**config.mk**
```make
export PLATFORM = sky130hd
export DESIGN_NAME = joystick_key_event_debouncer
export DESIGN_NICKNAME = d
export VERILOG_FILES = /design/src/hw/rtl/jked_pkg.sv /design/src/hw/rtl/joystick_key_event_debouncer.sv /design/src/hw/rtl/jked_axis_lane.sv /design/src/hw/rtl/jked_btn_lane.sv /design/src/hw/rtl/jked_evt_queue.sv
export SDC_FILE = /design/constraint.sdc
export NUM_CORES = 1
export LEC_CHECK = 0
export BUFFER_PORTS_ARGS = -buffer_cell sky130_fd_sc_hd__buf_4
export CORE_MARGIN = 2
export CORE_UTILIZATION = 40
export CTS_CLUSTER_SIZE = 14
export DETAILED_ROUTE_END_ITERATION = 10
export SKIP_LAST_GASP = 1
export SYNTH_ARGS = -nofsm -noshare
export SYNTH_HDL_FRONTEND = slang
export SYNTH_SLANG_ARGS = --single-unit
```
**constraint.sdc**
```tcl
create_clock -name clk_i -period 8.31 [get_ports clk_i]
set_clock_uncertainty 0.15 [all_clocks]
set_input_delay 0.831 -clock clk_i [delete_from_list [all_inputs] [get_ports clk_i]]
set_output_delay 0.831 -clock clk_i [all_outputs]
set_load 0.05 [all_outputs]
```
**src/hw/rtl/jked_pkg.sv**
```systemverilog
`timescale 1ns / 1ps
// ----------------------------------------------------------------------------
// Joystick key event debouncer package
// Shared payload types, register indexes, key codes and event slot layout.
// ----------------------------------------------------------------------------
package jked_pkg;

  // Fixed field widths.
  localparam int unsigned AXIS_W     = 12;
  localparam int unsigned LIMIT_W    = 8;
  localparam int unsigned KEY_W      = 3;
  localparam int unsigned CFG_IDX_W  = 3;
  localparam int unsigned CFG_DATA_W = 12;

  // Event slots per poll: eight directions, fire, three buttons.
  localparam int unsigned NUM_DIR     = 8;
  localparam int unsigned NUM_BTN     = 3;
  localparam int unsigned NUM_EVT     = 12;
  localparam int unsigned EVT_IDX_W   = 4;
  localparam int unsigned EVT_FIRE    = 8;
  localparam int unsigned EVT_BTN_LO  = 9;

  // Register reset values.
  localparam logic [AXIS_W-1:0]  THR_LOW_RST  = 12'd800;
  localparam logic [AXIS_W-1:0]  THR_HIGH_RST = 12'd3200;
  localparam logic [LIMIT_W-1:0] DEB_ESC_RST  = 8'd5;
  localparam logic [LIMIT_W-1:0] DEB_WPN_RST  = 8'd3;
  localparam logic [LIMIT_W-1:0] DEB_USE_RST  = 8'd2;

  // Configuration register indexes.
  typedef enum logic [CFG_IDX_W-1:0] {
    CFG_THR_LOW  = 3'd0,
    CFG_THR_HIGH = 3'd1,
    CFG_DEB_ESC  = 3'd2,
    CFG_DEB_WPN  = 3'd3,
    CFG_DEB_USE  = 3'd4
  } cfg_reg_e;

  // Key codes.
  typedef enum logic [KEY_W-1:0] {
    KEY_RIGHT    = 3'd0,
    KEY_LEFT     = 3'd1,
    KEY_FORWARD  = 3'd2,
    KEY_BACKWARD = 3'd3,
    KEY_SHOOT    = 3'd4,
    KEY_MENU     = 3'd5,
    KEY_WEAPON   = 3'd6,
    KEY_USE      = 3'd7
  } key_code_e;

  // One poll of the controller.
  typedef struct packed {
    logic [AXIS_W-1:0] stick1_x;
    logic [AXIS_W-1:0] stick1_y;
    logic [AXIS_W-1:0] stick2_x;
    logic [AXIS_W-1:0] stick2_y;
    logic              escape_pressed;
    logic              weapon_pressed;
    logic              stick1_pressed;
    logic              stick2_pressed;
    logic              use_pressed;
  } poll_t;

  // One key event.
  typedef struct packed {
    logic [KEY_W-1:0] key_code;
    logic             is_press;
    logic             last_event;
  } key_evt_t;

  // Events found by the lanes for one poll, one slot per lane.
  typedef struct packed {
    logic [NUM_EVT-1:0] mask;
    logic [NUM_EVT-1:0] down;
  } evt_set_t;

  // Key code carried by an event slot.
  function automatic logic [KEY_W-1:0] slot_code(logic [EVT_IDX_W-1:0] idx);
    logic [KEY_W-1:0] code;
    unique case (idx)
      4'd8:    code = KEY_SHOOT;
      4'd9:    code = KEY_MENU;
      4'd10:   code = KEY_WEAPON;
      4'd11:   code = KEY_USE;
      default: code = {1'b0, idx[1:0]};
    endcase
    return code;
  endfunction

endpackage

```
**src/hw/rtl/joystick_key_event_debouncer.sv**
```systemverilog
`timescale 1ns / 1ps
// ----------------------------------------------------------------------------
// Joystick key event debouncer
// Turns polls of two analog sticks and five buttons into key press and
// release events.
// ----------------------------------------------------------------------------
// Usage:
// A poll transfers on the in channel (in_valid_i / in_ready_o). Eight axis
// lanes, a fire flag and three debounce lanes evaluate it in the same cycle
// and update their state at the transfer. The merge stage then sends the
// resulting 0 to 12 events on the out channel, one per cycle while the receiver
// is ready, in slot order (directions, fire, escape, weapon, use); last_event
// marks a poll's final event. A poll with no events produces no transfer at all.
// A poll's events are registered in the drain bank at the transfer, or first
// in the holding bank while the drain bank is busy. Polls without events are
// taken whenever the holding bank is empty.
// A second poll is held in a holding bank while the first drains; in_ready_o
// drops only while that bank is occupied. When the receiver stalls, the
// current event holds, one further poll with events is held, and polls
// without events keep transferring until such a poll fills the holding bank.
// Configuration writes (cfg_valid_i, always ready) apply on the next cycle;
// indexes beyond the last register are ignored.
// Reset clears all direction, fire and button state and loads the default
// thresholds and debounce limits.
// ----------------------------------------------------------------------------
module joystick_key_event_debouncer #(
  parameter int unsigned COUNT_BITS = 8
) (
  input  logic                            clk_i,
  input  logic                            rst_ni,
  input  logic                            in_valid_i,
  output logic                            in_ready_o,
  input  jked_pkg::poll_t                 in_data_i,
  output logic                            out_valid_o,
  input  logic                            out_ready_i,
  output jked_pkg::key_evt_t              out_data_o,
  input  logic                            cfg_valid_i,
  output logic                            cfg_ready_o,
  input  logic [jked_pkg::CFG_IDX_W-1:0]  cfg_index_i,
  input  logic [jked_pkg::CFG_DATA_W-1:0] cfg_data_i
);
  import jked_pkg::*;

  logic [AXIS_W-1:0]  thr_low_q;
  logic [AXIS_W-1:0]  thr_high_q;
  logic [LIMIT_W-1:0] limit_q [NUM_BTN];
  logic               fire_q;
  logic               fire_now;
  logic               accept;
  logic [AXIS_W-1:0]  axis [4];
  logic [NUM_BTN-1:0] raw_btn;
  evt_set_t           evt;

  assign cfg_ready_o = 1'b1;
  assign accept      = in_valid_i && in_ready_o;

  // Configuration registers.
  always_ff @(posedge clk_i or negedge rst_ni) begin
    if (!rst_ni) begin
      thr_low_q  <= THR_LOW_RST;
      thr_high_q <= THR_HIGH_RST;
      limit_q[0] <= DEB_ESC_RST;
      limit_q[1] <= DEB_WPN_RST;
      limit_q[2] <= DEB_USE_RST;
    end else if (cfg_valid_i && cfg_ready_o) begin
      unique case (cfg_index_i)
        CFG_THR_LOW:  thr_low_q  <= cfg_data_i[AXIS_W-1:0];
        CFG_THR_HIGH: thr_high_q <= cfg_data_i[AXIS_W-1:0];
        CFG_DEB_ESC:  limit_q[0] <= cfg_data_i[LIMIT_W-1:0];
        CFG_DEB_WPN:  limit_q[1] <= cfg_data_i[LIMIT_W-1:0];
        CFG_DEB_USE:  limit_q[2] <= cfg_data_i[LIMIT_W-1:0];
        default: ;
      endcase
    end
  end

  assign axis[0] = in_data_i.stick1_x;
  assign axis[1] = in_data_i.stick1_y;
  assign axis[2] = in_data_i.stick2_x;
  assign axis[3] = in_data_i.stick2_y;

  // Direction lanes: per stick right, left, forward, backward.
  for (genvar i = 0; i < NUM_DIR; i++) begin : g_dir
    localparam int unsigned STICK = i / 4;
    localparam int unsigned DIR   = i % 4;
    localparam int unsigned AXIS  = STICK * 2 + DIR / 2;
    localparam logic        LOW   = (DIR == 1) || (DIR == 2);

    jked_axis_lane u_lane (
      .clk_i      (clk_i),
      .rst_ni     (rst_ni),
      .sample_i   (axis[AXIS]),
      .thr_low_i  (thr_low_q),
      .thr_high_i (thr_high_q),
      .low_side_i (LOW),
      .accept_i   (accept),
      .event_o    (evt.mask[i]),
      .down_o     (evt.down[i])
    );
  end

  // Fire follows the OR of both stick push buttons.
  assign fire_now           = in_data_i.stick1_pressed || in_data_i.stick2_pressed;
  assign evt.mask[EVT_FIRE] = fire_now != fire_q;
  assign evt.down[EVT_FIRE] = fire_now;

  always_ff @(posedge clk_i or negedge rst_ni) begin
    if (!rst_ni) begin
      fire_q <= 1'b0;
    end else if (accept) begin
      fire_q <= fire_now;
    end
  end

  // Debounced button lanes: escape, weapon, use.
  assign raw_btn = {in_data_i.use_pressed, in_data_i.weapon_pressed,
                    in_data_i.escape_pressed};

  for (genvar j = 0; j < NUM_BTN; j++) begin : g_btn
    jked_btn_lane #(
      .COUNT_BITS (COUNT_BITS)
    ) u_lane (
      .clk_i    (clk_i),
      .rst_ni   (rst_ni),
      .raw_i    (raw_btn[j]),
      .limit_i  (limit_q[j]),
      .accept_i (accept),
      .event_o  (evt.mask[EVT_BTN_LO + j]),
      .down_o   (evt.down[EVT_BTN_LO + j])
    );
  end

  // Merge the lane results and serialize them.
  jked_evt_queue u_queue (
    .clk_i       (clk_i),
    .rst_ni      (rst_ni),
    .evt_i       (evt),
    .accept_i    (accept),
    .ready_o     (in_ready_o),
    .out_valid_o (out_valid_o),
    .out_ready_i (out_ready_i),
    .out_data_o  (out_data_o)
  );

endmodule

```
**src/hw/rtl/jked_axis_lane.sv**
```systemverilog
`timescale 1ns / 1ps
// ----------------------------------------------------------------------------
// Axis direction lane
// Compares one axis sample against a threshold and flags a change of the
// direction's active state.
// ----------------------------------------------------------------------------
module jked_axis_lane (
  input  logic                         clk_i,
  input  logic                         rst_ni,
  input  logic [jked_pkg::AXIS_W-1:0]  sample_i,
  input  logic [jked_pkg::AXIS_W-1:0]  thr_low_i,
  input  logic [jked_pkg::AXIS_W-1:0]  thr_high_i,
  input  logic                         low_side_i,
  input  logic                         accept_i,
  output logic                         event_o,
  output logic                         down_o
);
  import jked_pkg::*;

  logic active_q;
  logic active_now;

  // Up and left sit below the low threshold, down and right above the high one.
  assign active_now = low_side_i ? (sample_i < thr_low_i) : (sample_i > thr_high_i);
  assign event_o    = active_now != active_q;
  assign down_o     = active_now;

  // Direction state follows each accepted poll.
  always_ff @(posedge clk_i or negedge rst_ni) begin
    if (!rst_ni) begin
      active_q <= 1'b0;
    end else if (accept_i) begin
      active_q <= active_now;
    end
  end

endmodule

```
**src/hw/rtl/jked_btn_lane.sv**
```systemverilog
`timescale 1ns / 1ps
// ----------------------------------------------------------------------------
// Button debounce lane
// Counts stable polls of one button and registers a change once the count
// reaches the configured limit.
// ----------------------------------------------------------------------------
module jked_btn_lane #(
  parameter int unsigned COUNT_BITS = 8
) (
  input  logic                         clk_i,
  input  logic                         rst_ni,
  input  logic                         raw_i,
  input  logic [jked_pkg::LIMIT_W-1:0] limit_i,
  input  logic                         accept_i,
  output logic                         event_o,
  output logic                         down_o
);
  import jked_pkg::*;

  localparam int unsigned CMP_W = (COUNT_BITS > LIMIT_W) ? COUNT_BITS : LIMIT_W;
  localparam logic [COUNT_BITS-1:0] COUNT_MAX = {COUNT_BITS{1'b1}};

  logic                  prev_q;
  logic                  reg_q;
  logic [COUNT_BITS-1:0] count_q;
  logic [COUNT_BITS-1:0] count_d;
  logic [CMP_W-1:0]      count_ext;
  logic [CMP_W-1:0]      count_d_ext;
  logic [CMP_W-1:0]      limit_ext;

  assign count_ext   = CMP_W'(count_q);
  assign count_d_ext = CMP_W'(count_d);
  assign limit_ext   = CMP_W'(limit_i);

  // A change of the raw level restarts the count; otherwise it counts up, saturating at the limit or at its maximum.
  always_comb begin
    count_d = count_q;
    if (raw_i != prev_q) begin
      count_d = '0;
    end else if ((count_ext < limit_ext) && (count_q != COUNT_MAX)) begin
      count_d = count_q + COUNT_BITS'(1);
    end
  end

  // A stable level that differs from the registered one becomes an event.
  assign event_o = (count_d_ext == limit_ext) && (raw_i != reg_q);
  assign down_o  = raw_i;

  always_ff @(posedge clk_i or negedge rst_ni) begin
    if (!rst_ni) begin
      prev_q  <= 1'b0;
      reg_q   <= 1'b0;
      count_q <= '0;
    end else if (accept_i) begin
      prev_q  <= raw_i;
      count_q <= count_d;
      if (event_o) begin
        reg_q <= raw_i;
      end
    end
  end

endmodule

```
**src/hw/rtl/jked_evt_queue.sv**
```systemverilog
`timescale 1ns / 1ps
// ----------------------------------------------------------------------------
// Event merge and serializer
// Collects a poll's lane results and sends them one event per cycle while the
// receiver is ready, in slot order, with a holding bank so the next poll can be taken meanwhile.
// ----------------------------------------------------------------------------
module jked_evt_queue (
  input  logic                 clk_i,
  input  logic                 rst_ni,
  input  jked_pkg::evt_set_t   evt_i,
  input  logic                 accept_i,
  output logic                 ready_o,
  output logic                 out_valid_o,
  input  logic                 out_ready_i,
  output jked_pkg::key_evt_t   out_data_o
);
  import jked_pkg::*;

  logic [NUM_EVT-1:0]   mask_a_q, mask_a_d;
  logic [NUM_EVT-1:0]   down_a_q, down_a_d;
  logic [NUM_EVT-1:0]   mask_b_q, mask_b_d;
  logic [NUM_EVT-1:0]   down_b_q, down_b_d;
  logic [NUM_EVT-1:0]   low_bit;
  logic [EVT_IDX_W-1:0] sel_idx;
  logic                 last;
  logic                 out_xfer;
  logic                 a_free;

  // Lowest pending slot goes out first.
  assign low_bit = mask_a_q & (~mask_a_q + {{(NUM_EVT-1){1'b0}}, 1'b1});
  assign last    = (mask_a_q & ~low_bit) == '0;

  always_comb begin
    sel_idx = '0;
    for (int k = NUM_EVT - 1; k >= 0; k--) begin
      if (mask_a_q[k]) begin
        sel_idx = EVT_IDX_W'(k);
      end
    end
  end

  assign out_valid_o           = mask_a_q != '0;
  assign out_data_o.key_code   = slot_code(sel_idx);
  assign out_data_o.is_press   = down_a_q[sel_idx];
  assign out_data_o.last_event = last;

  assign out_xfer = out_valid_o && out_ready_i;
  assign a_free   = (mask_a_q == '0) || (out_xfer && last);
  assign ready_o  = mask_b_q == '0;

  // Bank A drains; bank B holds the next poll until A is free.
  always_comb begin
    mask_a_d = mask_a_q;
    down_a_d = down_a_q;
    mask_b_d = mask_b_q;
    down_b_d = down_b_q;
    if (a_free) begin
      if (mask_b_q != '0) begin
        mask_a_d = mask_b_q;
        down_a_d = down_b_q;
        mask_b_d = '0;
      end else begin
        mask_a_d = accept_i ? evt_i.mask : '0;
        down_a_d = evt_i.down;
      end
    end else begin
      if (out_xfer) begin
        mask_a_d = mask_a_q & ~low_bit;
      end
      if (accept_i) begin
        mask_b_d = evt_i.mask;
        down_b_d = evt_i.down;
      end
    end
  end

  always_ff @(posedge clk_i or negedge rst_ni) begin
    if (!rst_ni) begin
      mask_a_q <= '0;
      mask_b_q <= '0;
    end else begin
      mask_a_q <= mask_a_d;
      mask_b_q <= mask_b_d;
    end
  end

  // Event flags need no reset.
  always_ff @(posedge clk_i) begin
    down_a_q <= down_a_d;
    down_b_q <= down_b_d;
  end

  // The holding bank is only ever filled behind a draining bank.
  a_hold_behind_drain: assert property (@(posedge clk_i) disable iff (!rst_ni)
    (mask_b_q != '0) |-> (mask_a_q != '0))
    else $error("holding bank occupied while drain bank is empty");

  // A poll does not end before its last event is sent.
  a_poll_continues: assert property (@(posedge clk_i) disable iff (!rst_ni)
    (out_xfer && !last) |=> out_valid_o)
    else $error("event stream stopped before the last event");

  // A held poll stays put while the drain bank is busy.
  a_hold_stable: assert property (@(posedge clk_i) disable iff (!rst_ni)
    ((mask_b_q != '0) && !a_free) |=> $stable(mask_b_q))
    else $error("held poll changed while waiting");

endmodule
```
==> flow_metrics.tcl <==
set metrics [dict create \
    status "finished clean" \
    routed_wl_mm 26.81 \
    io_pins 81 \
    clk_path_buf_depth 2 \
    multiInputGateArea_um2 5769 \
    critPathBufInv 1 \
    fmax_mhz 242.2 \
    ff2ff_setup_slack_ps 4180 \
    grt_pass1_vias 8021 \
    seq_area_um2 3512 \
    htreeDepth 4 \
    synth_edf_count 24 \
    ys_seq_area_share_pct 36.18 \
    drv_cap 0 \
    area_growth_pct 15.21 \
    vias 8360 \
    portBuffers 79 \
    met1_usage_pct 30.90 \
    drc 0 \
    fin_ws_ps 4180 \
    cts-root-buf "clkbuf_16" \
    die_h_um 159.8 \
    clock_sinks 135 \
    clk_latency_ps 420 \
    end_kind "flop" \
    overflow 0 \
    vdd_drop_max_uv 466.5 \
    r2r_cells 7 \
    r2r_end "u_queue.down_b_q[10]" \
    dieWidth_um 159.8 \
    critPathRequiredTime_ps 8210 \
    rows 57 \
    met2_usage_pct 33.86 \
    setup.worst_path.class "flop to flop" \
    diodes 0 \
    crit_slowest_cell "nor2_1" \
    worstReg2RegStart "u_queue.mask_a_q[1]" \
    dp_slack_ps 4023 \
    rsz0062_at_grt "false" \
    cts_tree "done" \
    ys_ff_latch 135 \
    critPathMaxFanout 28 \
    crit_arrival_ps 4030 \
    die_area_um2 25530 \
    vias_per_cell 5.522 \
    yosys.area.top_type_share_pct 25.78 \
    top_usage_layer "met2" \
    critPathTopFamily "simple AND/OR/NAND/NOR gates" \
    critPathMaxStageDelay_ps 1020 \
    coreArea_um2 24110 \
    grt_first_pass_wirelength_mm 43.56 \
    async_reset_ff_share_pct 82.22 \
    syn-cell-area_um2 9708 \
    synthCells 1109 \
    post-cts-setup-buffers 0 \
    drive_above_1_share_pct 13.45 \
    synth_flop_cell "dfrtp_1" \
    gp_congestion 0.8762 \
    ys_warn_count 0 \
    period_needed_ps 4130 \
    syn_area_per_cell_um2 8.754 \
    ctsHoldBuffers 0 \
    leakage_nw 5.046 \
    dp_hpwl_mm 20.00 \
    finalCritPeriodShare_pct 49.70 \
    antenna_found_initial 0 \
    grtUsageTotal_pct 21.49 \
    setup_tns_ps 0 \
    clk_pin_slew_worst_paths_ps 60 \
    whs_ps 249.8 \
    report.final.slew_viol_count 0 \
    firstDrtPassIters 7 \
    postCtsResizedCells 0 \
    power.density_nw_per_um2 317.1 \
    start_util_pct 40.27 \
    ant_nets 0 \
    cp_cell_sequence "nor4_1, nand3_1, nor3_1, a21oi_1, nand2b_1, clkinv_1, nor2_1" \
    hold_path.class "primary input to asynchronous set/reset pin" \
    synth_area_leaders "dfrtp_1, ha_1, edfxtp_1, nand2_1, o21ai_0" \
    wl_per_cell_um 17.70 \
    worst_pin_slew_ps 1066 \
    fin_total_pwr_mw 3.547 \
    grt_max_degree 73 \
    synth_top_area_cell "dfrtp_1" \
    synth.distinct_cells 70 \
    mostFrequentLayoutCells "nand2_1, ha_1, o21ai_0" \
    final_util_pct 46.40 \
    fillers 2361 \
    final_common_cell "nand2_1" \
    slew_headroom_pct 28.85 \
    initialDrtViolationCount 479 \
    syn_nets 1298 \
    cts_made_buffers 17 \
    final_nets 1366 \
    hold_viol_final 0 \
    finalSetupViolations 0 \
    gr-usage-met3_pct 2.961 \
    cp-start-kind "flop" \
]
-- how the worst max path moves through the flow --
stage	slack, ps	from	end	cells past startpoint
final	4180	u_queue.mask_a_q[1]	u_queue.down_b_q[10]	7
after global routing	3810	u_queue.mask_a_q[0]	u_queue.down_b_q[0]	7
after CTS	4160	u_queue.mask_a_q[1]	u_queue.down_b_q[0]	7
after detailed placement	4020	out_ready_i	u_queue.down_b_q[4]	5
after global placement	4110	out_ready_i	u_queue.down_b_q[4]	5
after floorplan	4510	u_queue.mask_a_q[1]	out_data_o[1]	6
-- area by class of cell --
type,instances,area share [%]
Clock buffer,17,3.804
Clock inverter,15,1.298
Inverter,71,2.383
Multi-Input combinational cell,864,51.58
Sequential cell,135,31.40
Tap cell,324,3.625
Timing Repair Buffer,88,5.907
-- state kept, by name, summed over array words and instances (netlist names) --
signal                  count
limit_q                    24
g_dir.u_lane.active_q       8
thr_low_q                  12
thr_high_q                 12
g_btn.u_lane.count_ext     24
g_btn.u_lane.reg_q          3
u_queue.mask_b_q           12
u_queue.down_a_q           12
fire_q                      1
u_queue.down_b_q           12
g_btn.u_lane.prev_q         3
u_queue.mask_a_q           12
-- through the flow --
stage / std cells / instance area (um^2)
2_1_floorplan: 1109 / 9708
6_report: 1514 / 11180
3_5_place_dp: 1482 / 10610
5_1_grt: 1514 / 11180
4_1_cts: 1514 / 11180
3_3_place_gp: 1482 / 10610
-- power breakdown --
| part | internal [mW] | switching [mW] | total, mW |
|---|---|---|---|
| registers | 0.907 | 0.159 | 1.07 |
| logic | 0.608 | 1.13 | 1.74 |
| clock network | 0.418 | 0.320 | 0.738 |
| total | 1.93 | 1.61 | 3.55 |
-- kinds of logic (layout without fill, tap and decap cells) --
| logic type | count (synthesis) | count (layout) | synth area share, % |
|---|---|---|---|
| compound gates | 319 | 319 | 20.56 |
| xor+xnor | 25 | 25 | 2.255 |
| fa+ha+maj | 118 | 118 | 15.16 |
| buf+inv | 110 | 191 | 4.537 |
| flops | 135 | 135 | 36.18 |
| mux | 22 | 22 | 2.487 |
| other cells | 1 | 1 | 0.03863 |
| simple gates | 379 | 379 | 18.79 |
-- synth_stat cells (3+ instances only) --
master,count
nand2_1,171
ha_1,116
o21ai_0,103
dfrtp_1,100
a21oi_1,77
inv_1,69
nor2_1,51
a21o_1,27
clkbuf_1,27
nand4_1,25
edfxtp_1,24
nand3_1,24
nor3_1,20
and3_1,19
o21a_1,18
xnor2_1,17
mux2_2,15
nor2b_1,13
nand2b_1,12
a31oi_1,11
dfstp_2,11
o211ai_1,11
nor4_1,9
o31ai_1,9
a211oi_1,8
or4_1,8
xor2_1,8
a2111oi_0,7
buf_2,7
o2111ai_1,7
o221ai_1,7
mux2i_1,5
o211a_1,5
o311ai_0,5
or3_1,5
and2_1,4
or2_2,4
a22oi_1,3
buf_4,3
o21ai_1,3
o31a_1,3
-- routing by layer --
| metal | share of wire (%) | routed length, um |
|---|---|---|
| met3 | 3.9 | 1058 |
| met2 | 45 | 12120 |
| met5 | 0 | 0 |
| met4 | 1.4 | 388 |
| met1 | 49 | 13240 |
(Power assumes the default switching activity.)
